===== config.mk =====
export PLATFORM = sky130hd
export DESIGN_NAME = xmodem_receiver_flat
export DESIGN_NICKNAME = d
export VERILOG_FILES = /design/src/rtl/xmr_pkg.sv /design/src/rtl/xmr_req_if.sv /design/src/rtl/xmr_res_if.sv /design/src/rtl/xmr_regs.sv /design/src/rtl/xmodem_receiver.sv /design/src/flat_wrapper.sv
export SDC_FILE = /design/constraint.sdc
export NUM_CORES = 1
export LEC_CHECK = 0
export ABC_AREA = 1
export BUFFER_PORTS_ARGS = -buffer_cell sky130_fd_sc_hd__buf_2
export CORE_MARGIN = 2
export CORE_UTILIZATION = 50
export CTS_BUF_LIST = sky130_fd_sc_hd__clkbuf_8
export DETAILED_ROUTE_END_ITERATION = 12
export PLACE_DENSITY = 0.64
export SLEW_MARGIN = 0
export SYNTH_ARGS = -nofsm -noshare
export SYNTH_HDL_FRONTEND = slang
export SYNTH_SLANG_ARGS = --single-unit

===== constraint.sdc =====
create_clock -name clk -period 7.25 [get_ports clk]
set_clock_uncertainty 0.2 [all_clocks]
set_input_delay 0.3625 -clock clk [delete_from_list [all_inputs] [get_ports clk]]
set_output_delay 0.3625 -clock clk [all_outputs]
set_load 0.02 [all_outputs]

===== src/rtl/xmr_pkg.sv =====
package xmr_pkg;

	localparam int LenW = 24;
	localparam int TickW = 12;
	localparam int DupW = 5;
	localparam int MaxRes = 4;
	localparam logic [4:0] SyncRetries = 5'd16;

	localparam logic [7:0] B_SOH = 8'h01;
	localparam logic [7:0] B_STX = 8'h02;
	localparam logic [7:0] B_EOT = 8'h04;
	localparam logic [7:0] B_ACK = 8'h06;
	localparam logic [7:0] B_NAK = 8'h15;
	localparam logic [7:0] B_CAN = 8'h18;
	localparam logic [7:0] B_C = 8'h43;

	localparam logic [1:0] REQ_BYTE = 2'd0;
	localparam logic [1:0] REQ_TICK = 2'd1;
	localparam logic [1:0] REQ_START = 2'd2;

	localparam logic [1:0] K_SEND = 2'd0;
	localparam logic [1:0] K_STORE = 2'd1;
	localparam logic [1:0] K_COMMIT = 2'd2;
	localparam logic [1:0] K_FINISH = 2'd3;

	localparam logic [1:0] ST_DONE = 2'd0;
	localparam logic [1:0] ST_CANCEL = 2'd1;
	localparam logic [1:0] ST_SYNC = 2'd2;
	localparam logic [1:0] ST_RETRY = 2'd3;

	localparam logic [1:0] AF_NAK = 2'd0;
	localparam logic [1:0] AF_DONE = 2'd1;
	localparam logic [1:0] AF_CANCEL = 2'd2;
	localparam logic [1:0] AF_ABORT = 2'd3;

	localparam logic [1:0] PR_NONE = 2'd0;
	localparam logic [1:0] PR_C = 2'd1;
	localparam logic [1:0] PR_NAK = 2'd2;

	localparam logic [2:0] A_MAXLEN = 3'd0;
	localparam logic [2:0] A_BYTETO = 3'd1;
	localparam logic [2:0] A_SYNCTO = 3'd2;
	localparam logic [2:0] A_FLUSH = 3'd3;
	localparam logic [2:0] A_MAXDUP = 3'd4;

	typedef enum logic [4:0] {
		PH_IDLE = 5'b00001,
		PH_SYNC = 5'b00010,
		PH_SYNC_CAN = 5'b00100,
		PH_BLOCK = 5'b01000,
		PH_FLUSH = 5'b10000
	} phase_t;

	typedef struct packed {
		logic [1:0] req_type;
		logic [7:0] rx_byte;
	} req_t;

	typedef struct packed {
		logic [1:0] kind;
		logic [7:0] line_byte;
		logic [LenW-1:0] offset;
		logic [1:0] status;
		logic [LenW-1:0] total_length;
		logic last;
	} res_t;

	typedef struct packed {
		logic [LenW-1:0] max_length;
		logic [TickW-1:0] byte_timeout_ms;
		logic [TickW-1:0] sync_timeout_ms;
		logic [TickW-1:0] flush_quiet_ms;
		logic [DupW-1:0] max_duplicates;
	} cfg_t;

	function automatic logic [15:0] crc_byte(logic [15:0] crc, logic [7:0] b);
		logic [15:0] c;
		c = crc ^ {b, 8'h00};
		for (int i = 0; i < 8; i++) begin
			c = c[15] ? ((c << 1) ^ 16'h1021) : (c << 1);
		end
		return c;
	endfunction

endpackage


===== src/rtl/xmr_req_if.sv =====
interface xmr_req_if;
	logic valid;
	logic ready;
	xmr_pkg::req_t data;
	modport source(output valid, output data, input ready);
	modport sink(input valid, input data, output ready);
endinterface


===== src/rtl/xmr_res_if.sv =====
interface xmr_res_if;
	logic valid;
	logic ready;
	xmr_pkg::res_t data;
	modport source(output valid, output data, input ready);
	modport sink(input valid, input data, output ready);
endinterface


===== src/rtl/xmr_regs.sv =====
module xmr_regs (
	input logic clk,
	input logic arst_n,
	input logic psel,
	input logic penable,
	input logic pwrite,
	input logic [4:0] paddr,
	input logic [31:0] pwdata,
	output logic [31:0] prdata,
	output logic pready,
	output xmr_pkg::cfg_t cfg
);
	logic wr;
	logic [2:0] idx;

	assign pready = 1'b1;
	assign wr = psel && penable && pwrite;
	assign idx = paddr[4:2];

	always_ff @(posedge clk or negedge arst_n) begin
		if (!arst_n) begin
			cfg.max_length <= 24'hFFFFFF;
			cfg.byte_timeout_ms <= 12'd1000;
			cfg.sync_timeout_ms <= 12'd2000;
			cfg.flush_quiet_ms <= 12'd1500;
			cfg.max_duplicates <= 5'd25;
		end else if (wr) begin
			unique case (idx)
				xmr_pkg::A_MAXLEN: cfg.max_length <= pwdata[23:0];
				xmr_pkg::A_BYTETO: cfg.byte_timeout_ms <= pwdata[11:0];
				xmr_pkg::A_SYNCTO: cfg.sync_timeout_ms <= pwdata[11:0];
				xmr_pkg::A_FLUSH: cfg.flush_quiet_ms <= pwdata[11:0];
				xmr_pkg::A_MAXDUP: cfg.max_duplicates <= pwdata[4:0];
				default: ;
			endcase
		end
	end

	always_comb begin
		prdata = '0;
		unique case (idx)
			xmr_pkg::A_MAXLEN: prdata = {8'h00, cfg.max_length};
			xmr_pkg::A_BYTETO: prdata = {20'h0, cfg.byte_timeout_ms};
			xmr_pkg::A_SYNCTO: prdata = {20'h0, cfg.sync_timeout_ms};
			xmr_pkg::A_FLUSH: prdata = {20'h0, cfg.flush_quiet_ms};
			xmr_pkg::A_MAXDUP: prdata = {27'h0, cfg.max_duplicates};
			default: prdata = '0;
		endcase
	end
endmodule


===== src/rtl/xmodem_receiver.sv =====
// XMODEM receiver, checksum or CRC-16, 128 and 1024 byte blocks.
// req channel: one request per event: line byte, 1 ms tick, or start.
// res channel: results: send byte, store payload byte, commit, finished.
//   A request makes zero to four results; the last carries last=1.
// APB port: five config registers at byte addresses 0,4,8,12,16.
// A request is registered in stage 1, then processed by combinational logic into a
// result buffer of four entries once that buffer is free; results then show
// one per cycle while res.ready is high.
// Throughput: one request per cycle when each makes at most one result and
// the sink takes every cycle; a request is taken whenever the buffer holding
// the previous request's results is drained or drains that same cycle.
// The limit is the single result slot drained per cycle.
// Reset: phase idle, registers to defaults, buffer empty.
// Stalls: when res.ready is low results hold in the buffer and req.ready
// drops once the buffer is busy with a pending request.
module xmodem_receiver (
	input logic clk,
	input logic arst_n,
	xmr_req_if.sink req,
	xmr_res_if.source res,
	input logic psel,
	input logic penable,
	input logic pwrite,
	input logic [4:0] paddr,
	input logic [31:0] pwdata,
	output logic [31:0] prdata,
	output logic pready
);
	xmr_pkg::cfg_t cfg;

	xmr_regs u_regs (
		.clk, .arst_n, .psel, .penable, .pwrite, .paddr, .pwdata,
		.prdata, .pready, .cfg
	);

	// input register stage
	logic v_s1;
	xmr_pkg::req_t r_s1;

	// result buffer
	xmr_pkg::res_t buf_q [xmr_pkg::MaxRes];
	logic [2:0] cnt_q;
	logic [1:0] rd_q;
	logic pop, buf_last;

	// transfer state
	xmr_pkg::phase_t phase_q;
	logic [1:0] probe_q, af_q, abort_q;
	logic crc_mode_q, large_q;
	logic [7:0] exp_q, bnum_q, binv_q, sum_q;
	logic [4:0] dups_q, retry_q;
	logic [11:0] tick_q;
	logic [10:0] idx_q;
	logic [15:0] crc_q, rchk_q;
	logic [23:0] clen_q;

	assign buf_last = (cnt_q != 3'd0) && ({1'b0, rd_q} == cnt_q - 3'd1);
	assign pop = res.valid && res.ready;
	// stage 1 is consumed when buffer is free or finishing now
	logic take;
	assign take = (cnt_q == 3'd0) || (pop && buf_last);
	assign req.ready = !v_s1 || take;

	always_ff @(posedge clk or negedge arst_n) begin
		if (!arst_n) v_s1 <= 1'b0;
		else if (req.ready) v_s1 <= req.valid;
	end
	always_ff @(posedge clk) if (req.ready && req.valid) r_s1 <= req.data;

	assign res.valid = cnt_q != 3'd0;
	assign res.data = buf_q[rd_q];

	// next-state and result logic
	xmr_pkg::res_t o [xmr_pkg::MaxRes];
	logic [2:0] n;
	xmr_pkg::phase_t ph_d;
	logic [1:0] probe_d, af_d, abort_d;
	logic crc_mode_d, large_d;
	logic [7:0] exp_d, bnum_d, binv_d, sum_d;
	logic [4:0] dups_d, retry_d;
	logic [11:0] tick_d, tinc, lim;
	logic [10:0] idx_d, size, idx1;
	logic [15:0] crc_d, rchk_d;
	logic [23:0] clen_d, room;
	logic [7:0] b;
	logic hdr, isnew, isdup, chk, tmo;

	always_comb begin
		b = r_s1.rx_byte;
		for (int i = 0; i < xmr_pkg::MaxRes; i++) o[i] = '0;
		n = 3'd0;
		ph_d = phase_q; probe_d = probe_q; af_d = af_q; abort_d = abort_q;
		crc_mode_d = crc_mode_q; large_d = large_q; exp_d = exp_q;
		bnum_d = bnum_q; binv_d = binv_q; sum_d = sum_q; dups_d = dups_q;
		retry_d = retry_q; tick_d = tick_q; idx_d = idx_q; crc_d = crc_q;
		rchk_d = rchk_q; clen_d = clen_q;
		size = large_q ? 11'd1024 : 11'd128;
		idx1 = idx_q + 11'd1;
		room = cfg.max_length - clen_q;
		hdr = 1'b0; isnew = 1'b0; isdup = 1'b0; chk = 1'b0;
		tinc = (tick_q < 12'd4095) ? tick_q + 12'd1 : tick_q;
		lim = cfg.flush_quiet_ms;
		if (phase_q == xmr_pkg::PH_SYNC) lim = cfg.sync_timeout_ms;
		else if (phase_q == xmr_pkg::PH_SYNC_CAN || phase_q == xmr_pkg::PH_BLOCK)
			lim = cfg.byte_timeout_ms;
		tmo = tinc >= lim;
		if (r_s1.req_type == xmr_pkg::REQ_START) begin
			probe_d = xmr_pkg::PR_C; crc_mode_d = 1'b0; exp_d = 8'd1;
			dups_d = cfg.max_duplicates; large_d = 1'b0; idx_d = '0;
			bnum_d = '0; binv_d = '0; sum_d = '0; crc_d = '0; rchk_d = '0;
			clen_d = '0; af_d = xmr_pkg::AF_NAK; abort_d = '0;
			o[0].kind = xmr_pkg::K_SEND; o[0].line_byte = xmr_pkg::B_C; n = 3'd1;
			ph_d = xmr_pkg::PH_SYNC; retry_d = '0; tick_d = '0;
		end else if (r_s1.req_type == xmr_pkg::REQ_BYTE ||
				r_s1.req_type == xmr_pkg::REQ_TICK) begin
			logic adv;
			adv = 1'b0;
			if (r_s1.req_type == xmr_pkg::REQ_TICK && phase_q != xmr_pkg::PH_IDLE)
				tick_d = tinc;
			unique case (phase_q)
				xmr_pkg::PH_SYNC: begin
					if (r_s1.req_type == xmr_pkg::REQ_TICK) adv = tmo;
					else if (b == xmr_pkg::B_SOH || b == xmr_pkg::B_STX) begin
						large_d = b == xmr_pkg::B_STX;
						if (probe_q == xmr_pkg::PR_C) crc_mode_d = 1'b1;
						probe_d = xmr_pkg::PR_NONE; idx_d = '0; sum_d = '0;
						crc_d = '0; rchk_d = '0; tick_d = '0;
						ph_d = xmr_pkg::PH_BLOCK;
					end else if (b == xmr_pkg::B_EOT) begin
						ph_d = xmr_pkg::PH_FLUSH; af_d = xmr_pkg::AF_DONE;
						abort_d = '0; tick_d = '0;
					end else if (b == xmr_pkg::B_CAN) begin
						ph_d = xmr_pkg::PH_SYNC_CAN; tick_d = '0;
					end else adv = 1'b1;
				end
				xmr_pkg::PH_SYNC_CAN: begin
					if (r_s1.req_type == xmr_pkg::REQ_TICK) adv = tmo;
					else if (b == xmr_pkg::B_CAN) begin
						ph_d = xmr_pkg::PH_FLUSH; af_d = xmr_pkg::AF_CANCEL;
						abort_d = '0; tick_d = '0;
					end else adv = 1'b1;
				end
				xmr_pkg::PH_BLOCK: begin
					if (r_s1.req_type == xmr_pkg::REQ_TICK) begin
						if (tmo) begin
							ph_d = xmr_pkg::PH_FLUSH; af_d = xmr_pkg::AF_NAK;
							abort_d = '0; tick_d = '0;
						end
					end else begin
						if (idx_q == 11'd0) bnum_d = b;
						else if (idx_q == 11'd1) binv_d = b;
						else if (idx_q < size + 11'd2) begin
							sum_d = sum_q + b;
							crc_d = xmr_pkg::crc_byte(crc_q, b);
							if (clen_q < cfg.max_length &&
									{13'd0, idx_q - 11'd2} < room) begin
								o[0].kind = xmr_pkg::K_STORE; o[0].line_byte = b;
								o[0].offset = clen_q + {13'd0, idx_q - 11'd2};
								n = 3'd1;
							end
						end else if (idx_q == size + 11'd2)
							rchk_d = crc_mode_q ? {b, 8'h00} : {8'h00, b};
						else rchk_d = rchk_q | {8'h00, b};
						idx_d = idx1; tick_d = '0;
						if (idx1 >= size + 11'd3 + {10'd0, crc_mode_q}) begin
							hdr = bnum_d == ~binv_d;
							isnew = bnum_d == exp_q;
							isdup = bnum_d == exp_q - 8'd1;
							chk = crc_mode_q ? (crc_d == rchk_d) : (sum_d == rchk_d[7:0]);
							if (!(hdr && (isnew || isdup) && chk)) begin
								ph_d = xmr_pkg::PH_FLUSH; af_d = xmr_pkg::AF_NAK;
								abort_d = '0; tick_d = '0;
							end else begin
								logic ack;
								ack = 1'b1;
								if (isnew) begin
									if (cfg.max_length > clen_q)
										clen_d = clen_q + ((room < {13'd0, size}) ?
											room : {13'd0, size});
									exp_d = exp_q + 8'd1;
									o[n[1:0]].kind = xmr_pkg::K_COMMIT;
									o[n[1:0]].total_length = clen_d;
									n = n + 3'd1;
									if (cfg.max_duplicates == '0) ack = 1'b0;
									else dups_d = cfg.max_duplicates;
								end else if (dups_q <= 5'd1) ack = 1'b0;
								else dups_d = dups_q - 5'd1;
								if (ack) begin
									o[n[1:0]].kind = xmr_pkg::K_SEND;
									o[n[1:0]].line_byte = xmr_pkg::B_ACK;
									n = n + 3'd1;
									ph_d = xmr_pkg::PH_SYNC; retry_d = '0;
								end else begin
									ph_d = xmr_pkg::PH_FLUSH; af_d = xmr_pkg::AF_ABORT;
									abort_d = xmr_pkg::ST_RETRY;
								end
								tick_d = '0;
							end
						end
					end
				end
				xmr_pkg::PH_FLUSH: begin
					if (r_s1.req_type == xmr_pkg::REQ_BYTE) tick_d = '0;
					else if (tmo) begin
						ph_d = xmr_pkg::PH_IDLE;
						unique case (af_q)
							xmr_pkg::AF_NAK: begin
								o[0].kind = xmr_pkg::K_SEND;
								o[0].line_byte = xmr_pkg::B_NAK; n = 3'd1;
								ph_d = xmr_pkg::PH_SYNC; retry_d = '0; tick_d = '0;
							end
							xmr_pkg::AF_DONE, xmr_pkg::AF_CANCEL: begin
								o[0].kind = xmr_pkg::K_SEND;
								o[0].line_byte = xmr_pkg::B_ACK;
								o[1].kind = xmr_pkg::K_FINISH;
								o[1].status = (af_q == xmr_pkg::AF_DONE) ?
									xmr_pkg::ST_DONE : xmr_pkg::ST_CANCEL;
								o[1].total_length = clen_q; n = 3'd2;
							end
							default: begin
								for (int i = 0; i < 3; i++) begin
									o[i].kind = xmr_pkg::K_SEND;
									o[i].line_byte = xmr_pkg::B_CAN;
								end
								o[3].kind = xmr_pkg::K_FINISH; o[3].status = abort_q;
								o[3].total_length = clen_q; n = 3'd4;
							end
						endcase
					end
				end
				default: ;
			endcase
			if (adv) begin
				tick_d = '0; retry_d = retry_q + 5'd1; ph_d = xmr_pkg::PH_SYNC;
				if (retry_d < xmr_pkg::SyncRetries) begin
					if (probe_q == xmr_pkg::PR_C || probe_q == xmr_pkg::PR_NAK) begin
						o[0].kind = xmr_pkg::K_SEND;
						o[0].line_byte = (probe_q == xmr_pkg::PR_C) ?
							xmr_pkg::B_C : xmr_pkg::B_NAK;
						n = 3'd1;
					end
				end else if (probe_q == xmr_pkg::PR_C) begin
					probe_d = xmr_pkg::PR_NAK; retry_d = '0;
					o[0].kind = xmr_pkg::K_SEND; o[0].line_byte = xmr_pkg::B_NAK;
					n = 3'd1;
				end else begin
					ph_d = xmr_pkg::PH_FLUSH; af_d = xmr_pkg::AF_ABORT;
					abort_d = xmr_pkg::ST_SYNC;
				end
			end
		end
		if (n != 3'd0) o[n[1:0] - 2'd1].last = 1'b1;
	end

	logic fire;
	assign fire = v_s1 && take;

	always_ff @(posedge clk or negedge arst_n) begin
		if (!arst_n) begin
			cnt_q <= '0; rd_q <= '0;
			phase_q <= xmr_pkg::PH_IDLE; probe_q <= xmr_pkg::PR_C;
			af_q <= xmr_pkg::AF_NAK; abort_q <= '0; crc_mode_q <= 1'b0;
			large_q <= 1'b0; exp_q <= 8'd1; bnum_q <= '0; binv_q <= '0;
			sum_q <= '0; dups_q <= 5'd25; retry_q <= '0; tick_q <= '0;
			idx_q <= '0; crc_q <= '0; rchk_q <= '0; clen_q <= '0;
		end else begin
			if (fire) begin
				cnt_q <= n; rd_q <= '0;
				phase_q <= ph_d; probe_q <= probe_d; af_q <= af_d;
				abort_q <= abort_d; crc_mode_q <= crc_mode_d; large_q <= large_d;
				exp_q <= exp_d; bnum_q <= bnum_d; binv_q <= binv_d; sum_q <= sum_d;
				dups_q <= dups_d; retry_q <= retry_d; tick_q <= tick_d;
				idx_q <= idx_d; crc_q <= crc_d; rchk_q <= rchk_d; clen_q <= clen_d;
			end else if (pop) begin
				if (buf_last) begin
					cnt_q <= '0; rd_q <= '0;
				end else rd_q <= rd_q + 2'd1;
			end
		end
	end

	always_ff @(posedge clk) begin
		if (fire) for (int i = 0; i < xmr_pkg::MaxRes; i++) buf_q[i] <= o[i];
	end

`ifndef NO_ASSERTIONS
	// read pointer never passes the fill count
	a_rd: assert property (@(posedge clk) disable iff (!arst_n)
		(cnt_q != 3'd0) |-> ({1'b0, rd_q} < cnt_q))
		else $error("read pointer past fill");
	// a shown result that is not final is followed by more results
	a_more: assert property (@(posedge clk) disable iff (!arst_n)
		(pop && !res.data.last) |=> res.valid)
		else $error("results lost");
	// the final buffered entry carries last
	a_last: assert property (@(posedge clk) disable iff (!arst_n)
		(res.valid && buf_last) |-> res.data.last)
		else $error("last flag missing");
`endif
endmodule


===== src/flat_wrapper.sv =====
// flat-port wrapper written by rule: the top's interface ports become plain ports
module xmodem_receiver_flat 
  (clk, arst_n, psel, penable, pwrite, paddr, pwdata, prdata, pready, req_valid, req_data, req_ready, res_valid, res_data, res_ready);
  xmr_req_if req_i ();
  xmr_res_if res_i ();
  input logic clk;
  input logic arst_n;
  input logic psel;
  input logic penable;
  input logic pwrite;
  input logic [4:0] paddr;
  input logic [31:0] pwdata;
  output logic [31:0] prdata;
  output logic pready;
  input wire logic [$bits(req_i.valid)-1:0] req_valid;
  input wire logic [$bits(req_i.data)-1:0] req_data;
  output wire logic [$bits(req_i.ready)-1:0] req_ready;
  output wire logic [$bits(res_i.valid)-1:0] res_valid;
  output wire logic [$bits(res_i.data)-1:0] res_data;
  input wire logic [$bits(res_i.ready)-1:0] res_ready;
  assign req_i.valid = req_valid;
  assign req_i.data = req_data;
  assign req_ready = req_i.ready;
  assign res_valid = res_i.valid;
  assign res_data = res_i.data;
  assign res_i.ready = res_ready;
  xmodem_receiver u_core (.clk(clk), .arst_n(arst_n), .req(req_i), .res(res_i), .psel(psel), .penable(penable), .pwrite(pwrite), .paddr(paddr), .pwdata(pwdata), .prdata(prdata), .pready(pready));
endmodule

Yosys cells after proc, flatten, opt, wreduce, memory -nomap -nowiden
Memories as Yosys holds them, arrays and structs flattened.
Index checks and enable logic that the tools add are counted.
W data, S select, Z words.
Word-level totals
  register bits: 215
  bits in writable memories: 244
  input port bits: 54
  output and inout bits: 96
  word-level logic and storage cells: 521
  memories: 1
Cells by class
  add/sub/neg operators: 19
  order comparisons: 16
  eq/ne operators: 46
  mux-type cells: 338
  bitwise operators: 14
  reduce and logical (&&, ||, !) cells: 60
Memory list
  u_core.buf_q: words 4, bits a word 61, rd ports 1, clocked after memory_dff 0, write ports 4, line xmodem_receiver.sv:41  | xmr_pkg::res_t buf_q [xmr_pkg::MaxRes];
Operators with widths (number)
  $mux W244: 13
  $bwmux W244: 5
  $demux W61 S2: 5
  $mux W24: 17
  $mux W16: 24
  $mux W8: 38
  $mux W34: 7
  $mux W234: 1
  $mux W5: 41
  $mux W12: 17
  $mux W26: 6
  $mux W61: 2
  $pmux W24 S5: 1
  $mux W10: 11
  $mux W13: 8
  $pmux W26 S2: 2
  $mux W51: 2
  $mux W2: 46
  $mux W3: 29
  $mux W11: 6
  $pmux W16 S2: 2
  $pmux W10 S2: 3
  $mux W59: 1
  $pmux W12 S4: 1
  other kinds (98): 205

Logic depth before layout (Yosys ltp)
  word-level depth: 55
  gate-level depth with buffers: 33
  gate-level depth less buffers: 33

Cells and area by module
From an unflattened synthesis, not the netlist that was laid out.
Second synthesis, totals
  cells, all modules: 3317
  area total of the unflattened synthesis: 24010.5 um^2
By module, submodules not included
  xmodem_receiver: times used 1, cells each 2910, area an instance 20681.1 um^2, sequential area each 7384.6 um^2
  xmr_regs: times used 1, cells each 407, area an instance 3329.4 um^2, sequential area each 1684.1 um^2

Worst setup path after synthesis
OpenSTA, ideal clock, no wires.
  kind: flip-flop to flip-flop
  start: register u_core.cnt_q[0]
  end: register u_core.binv_q[1]
  library setup time: 83 ps
  arrival time: 6152 ps
  data required time: 6967 ps
  slack: 814 ps
  cell stages (with the launch flop): 15
  path buffers: 1
  period minus slack after synthesis: 6436 ps
  cell sequence: dfrtp_1 inv_1 ha_1 nand2_1 o2111ai_1 o21ai_1 inv_1 nor2_2 inv_1 nor2_2 inv_1 nor2_1 nand2_1 clkbuf_1 o22ai_1
On the way
  elaborated cells on any way between the ends: 10
  those cells by class: 1 x add/sub; 1 x eq/ne; 8 x reduce/logical
RTL lines
  start, declared: line xmodem_receiver.sv:42  | logic [2:0] cnt_q;
  start signal, assigned: line xmodem_receiver.sv:260  | cnt_q <= '0; rd_q <= '0;
  start signal, assigned: line xmodem_receiver.sv:268  | cnt_q <= n; rd_q <= '0;
  start signal, assigned: line xmodem_receiver.sv:276  | cnt_q <= '0; rd_q <= '0;
  $reduce_bool A3 Y1 (*): line xmodem_receiver.sv:70  | assign res.valid = cnt_q != 3'd0;
  net res_valid: line flat_wrapper.sv:18  | output wire logic [$bits(res_i.valid)-1:0] res_valid;
  $logic_and A1 B1 Y1 (on tied branches): line xmodem_receiver.sv:58, xmodem_receiver.sv:57
  $logic_and A1 B1 Y1 (*): line xmodem_receiver.sv:61  | assign take = (cnt_q == 3'd0) || (pop && buf_last);
  $logic_or A1 B1 Y1 (*): line xmodem_receiver.sv:61
  $logic_and A1 B1 Y1 (*): line xmodem_receiver.sv:256  | assign fire = v_s1 && take;
  net u_core.fire: line xmodem_receiver.sv:255  | logic fire;
  $reduce_and A4 Y1 (no line) (*)
  end signal, assigned: line xmodem_receiver.sv:271  | exp_q <= exp_d; bnum_q <= bnum_d; binv_q <= binv_d; sum_q <= sum_d;
  end, declared: line xmodem_receiver.sv:50  | logic [7:0] exp_q, bnum_q, binv_q, sum_q;
Mark *: on every way through the listed nets, which the timed path passes. The rest lies on a longest branch.
A chain may end at the register's enable or synchronous reset.

==> flow_summary.rst <==
.. list-table::
   :header-rows: 1

   * - Metric
     - Value
   * - # hold bufs at CTS
     - 37
   * - Die X-Extent
     - around 220 microns
   * - Critical path startpoint
     - u_core.clen_q[8]$_DFFE_PN0P_
   * - Top delay family on crit path
     - simple AND/OR/NAND/NOR gates
   * - Core Region
     - 0.0464 sq mm
   * - Total number of vias
     - approximately 22000
   * - Clock Power Share
     - 0.145
   * - Final routed wire length divided by cell count
     - around 18 microns
   * - Max Clk Rate
     - 0.170 GHz
   * - Post-cts repair resize count
     - 0
   * - Most Frequent Cell on Critical Path
     - sky130_fd_sc_hd__nand2_1
   * - Non-filler instance count after layout
     - about 4000
   * - Met2 Use GR
     - 0.477
   * - Worst setup EP type
     - flop
   * - Signal arrival time at the worst endpoint
     - about 6.1 ns
   * - Number of antenna-violating nets in the routed design
     - 0
   * - Instance area at placement
     - roughly 0.025 sq mm
   * - Nets
     - around 3600
   * - Global-route track usage on met1
     - 0.423
   * - CP max stage cell
     - sky130_fd_sc_hd__fa_1
   * - Peak fanout along the critical path
     - 12
   * - Number of search-and-repair iterations in the first detailed-routing pass
     - 5
   * - Number of inserted filler cells in the final layout
     - ~4600
   * - Share of the clock period used by the worst path after layout
     - 0.812
   * - Total negative slack for setup checks
     - 0 ns
   * - Final count of pins violating max slew
     - 0
   * - Leading cell type in the layout, fill and taps excluded
     - sky130_fd_sc_hd__nand2_1
   * - Total setup buffers inserted after CTS
     - 0
   * - Clock-pin slew reported for the worst setup and hold paths after clock tree synthesis
     - approximately 0.06 ns
   * - Syn. warnings
     - 0
   * - Die Footprint
     - between 0.04 and 0.05 sq mm
   * - Global-route wire length before repair
     - approximately 110000 microns
   * - Largest stage delay, worst path
     - 0.47 ns
   * - Relative contribution of combinational cells to total power
     - 0.611
   * - Commonest cells after routing, fill and taps aside
     - sky130_fd_sc_hd__nand2_1, sky130_fd_sc_hd__inv_1, sky130_fd_sc_hd__nor2_1, sky130_fd_sc_hd__nand3_1, sky130_fd_sc_hd__o21ai_0
   * - Switching power as a share of total power
     - 0.522
   * - Setup repair after global routing missed its margin
     - false
   * - DRC marker count from the first detailed-route iteration
     - 1739
   * - Worst slew margin
     - 0.258
   * - Share of flip-flops with an asynchronous set or reset
     - 0.614
   * - Synth Area per Inst
     - 7.22 sq um
   * - Total overflow reported by the global router
     - 0
   * - Hold Vio Cnt, Final
     - 0
   * - Number of port buffers
     - 130
   * - Row Count
     - 79
   * - Power per unit of standard cell area
     - ~470 mW/mm^2
   * - Post-DR vias/cell
     - around 5.5
   * - Start of the worst register-to-register path
     - u_core.clen_q[8]$_DFFE_PN0P_
   * - Cell type with the highest aggregate area in the netlist
     - sky130_fd_sc_hd__edfxtp_1
   * - Clock buffer depth
     - 3
   * - Count of unresolved DRC violations after routing
     - 0
   * - Aggregate global-route resource usage
     - 0.302
   * - Number of instances in the placed design
     - roughly 3900
   * - Clock tree from TritonCTS
     - yes
   * - CTS H-tree depth
     - 2
   * - Die Y-Extent
     - approximately 220 microns
   * - Crit Path Category
     - reg2reg
   * - Net switching power
     - 6.42 mW
   * - Flip-flop and latch count after synthesis
     - 334
   * - Measured slew at the worst slew-check pin
     - approximately 1.1 ns
   * - Number of global-route vias before repair
     - 20900
   * - Clock latency at the later pin of the worst-skew pair
     - roughly 0.67 ns
   * - Count of inserted antenna diode cells
     - 0
   * - Count of endpoints failing setup in the final report
     - 0
   * - Total CTS buffers
     - 58
   * - Maximum number of pins on one net before global-route repair
     - a little under 90
   * - Post-synth EDFFs
     - between 100 and 150
   * - Number of ports placed on the die boundary
     - 150
   * - Final Cell Area
     - 0.0262 sq mm
   * - Relative contribution of sequential cells to total power
     - 0.244
   * - Max_cap viols
     - 0
   * - Initial core utilization
     - 0.505
   * - Count of distinct cell types in the synthesized netlist
     - 64
   * - Layout overhead on the synthesized area
     - 11.8%
   * - Met3 Track Usage GR
     - 0.0473
   * - Number of antenna violations at the first check in global routing
     - 1
   * - Share of the synthesized area in the top cell type
     - 0.165
   * - Hold Crit Class
     - in2reg
   * - Number of sinks on the clock net
     - roughly 330
   * - CTS Root Cell
     - sky130_fd_sc_hd__clkbuf_8
   * - Tmin final
     - about 5.9 ns
   * - Critical Path Source Type
     - flop
   * - Total power
     - about 12 mW
   * - Leakage power of the design
     - between 10 and 15 nW
   * - Launch instance of the worst min-delay path
     - paddr[4]
   * - Final HPWL DP
     - between 50000 and 60000 microns
   * - Share of cells above drive strength 1
     - 0.105
   * - Cell Int Power
     - about 5.9 mW
   * - Number of instances in the synthesized netlist
     - 3244
   * - Leading register cell type out of synthesis
     - sky130_fd_sc_hd__dfrtp_1
   * - Req. time, crit path
     - roughly 7.5 ns
   * - Largest cells by area after synthesis
     - sky130_fd_sc_hd__edfxtp_1, sky130_fd_sc_hd__dfrtp_1, sky130_fd_sc_hd__nand2_1
   * - Post-synthesis instance area
     - between 0.02 and 0.025 sq mm
   * - Total Routed Length
     - 73300 microns
   * - Most heavily used metal layer in global routing
     - met2
   * - Register area share after synthesis
     - 0.387
   * - Peak supply drop
     - ~0.31 mV
   * - RD Place Congestion
     - roughly 1
   * - Buffers plus inverters on the worst setup path
     - 6
   * - Outcome
     - finished clean
[state kept, by name (all words and copies together), names as in the netlist, 3 cells and up]
| register | count |
|---|---|
| u_core.tick_q | 12 |
| u_core.crc_q | 16 |
| u_core.phase_q | 5 |
| u_core.clen_q | 24 |
| u_core.binv_q | 8 |
| u_core.rchk_q | 16 |
| u_core.u_regs.cfg | 65 |
| u_core.dups_q | 5 |
| u_core.buf_q | 119 |
| u_core.retry_q | 5 |
| u_core.sum_q | 8 |
| u_core.exp_q | 8 |
| u_core.bnum_q | 8 |
| u_core.idx_q | 11 |
| u_core.b | 8 |
| u_core.cnt_q | 3 |
[layout make-up]
type,instances,area (sq um),area share
well taps,607,759,0.0290
clock inverters,45,300,0.0115
flip-flops and latches,334,9070,0.347
clock buffers,64,881,0.0337
repair buffers,191,1210,0.0462
inverters,419,1580,0.0604
multi-input cells,2407,12400,0.473
[per-layer routing]
metal	wire length [microns]	vias to the layer above
li1	-	11000
met1	33500	10600
met4	2300	2
met5	8	-
met2	32500	776
met3	4980	143
[cells in the mapped netlist (all sizes together) (52+ instances only)]
cell type / instances
o21ai: 225
nor2: 319
nand2: 1006
dfstp: 52
inv: 411
edfxtp: 129
o22ai: 93
ha: 122
xor2: 61
dfrtp: 153
a21oi: 121
nand4: 57
nand3: 220
clkbuf: 72
[kinds of logic (layout without fill, tap and decap cells)]
family          after synthesis  count (layout)  synth area share
simple gates               1681            1681             0.302
buf+inv                     522             719            0.0884
compound gates              493             493             0.121
flops                       334             334             0.387
fa+ha+maj                   126             126            0.0686
xor+xnor                     85              85            0.0318
other cells                   2              21          0.000321
mux                           1               1          0.000428
[path summary, 6_finish.rpt]
check,endpoint,slack [ns],cells past startpoint
worst min-delay path,u_core.u_regs.cfg[3]$_DFFE_PN1P_,0.06,3
worst min register to register,u_core.rchk_q[10]$_DFFE_PN0P_,0.28,2
worst max register to register,u_core.buf_q[1][21]$_SDFFCE_PN0P_,1.37,31
worst max-delay path,u_core.buf_q[1][21]$_SDFFCE_PN0P_,1.37,31
max in group asynchronous,u_core.idx_q[10]$_DFFE_PN0P_,5.33,3
min in group asynchronous,u_core.sum_q[3]$_DFFE_PN0P_,0.07,2
[power groups by stage]
stage	clock [mW]	sequential, mW	combinational [mW]
floorplan	0	2.84	5.54
global placement	0	3.00	7.27
detailed placement	0	3.02	7.38
CTS	1.82	2.99	7.43
global route	1.91	3.05	8.45
finish	1.79	3.00	7.52
[metrics by stage]
step	utilization	hold WS, ns	setup slack [ns]
after floorplan	-	-0.133	0.814
after global placement	0.531	0.253	1.48
after detailed placement	0.531	0.258	1.37
after CTS	0.564	0.00919	1.34
after global routing	0.564	0.100	0.868
final	0.564	0.0639	1.37
[worst register-to-register path: cells and delay by family, from the launching register on]
family	cells	cell delay, ns
AO/OA/AOI/OAI	9	1.57
AND/OR/NAND/NOR	14	1.83
flip-flops	1	0.44
adder cells (fa/ha/maj)	2	0.92
buffers and inverters	6	0.69
(Power assumes the default switching activity.)
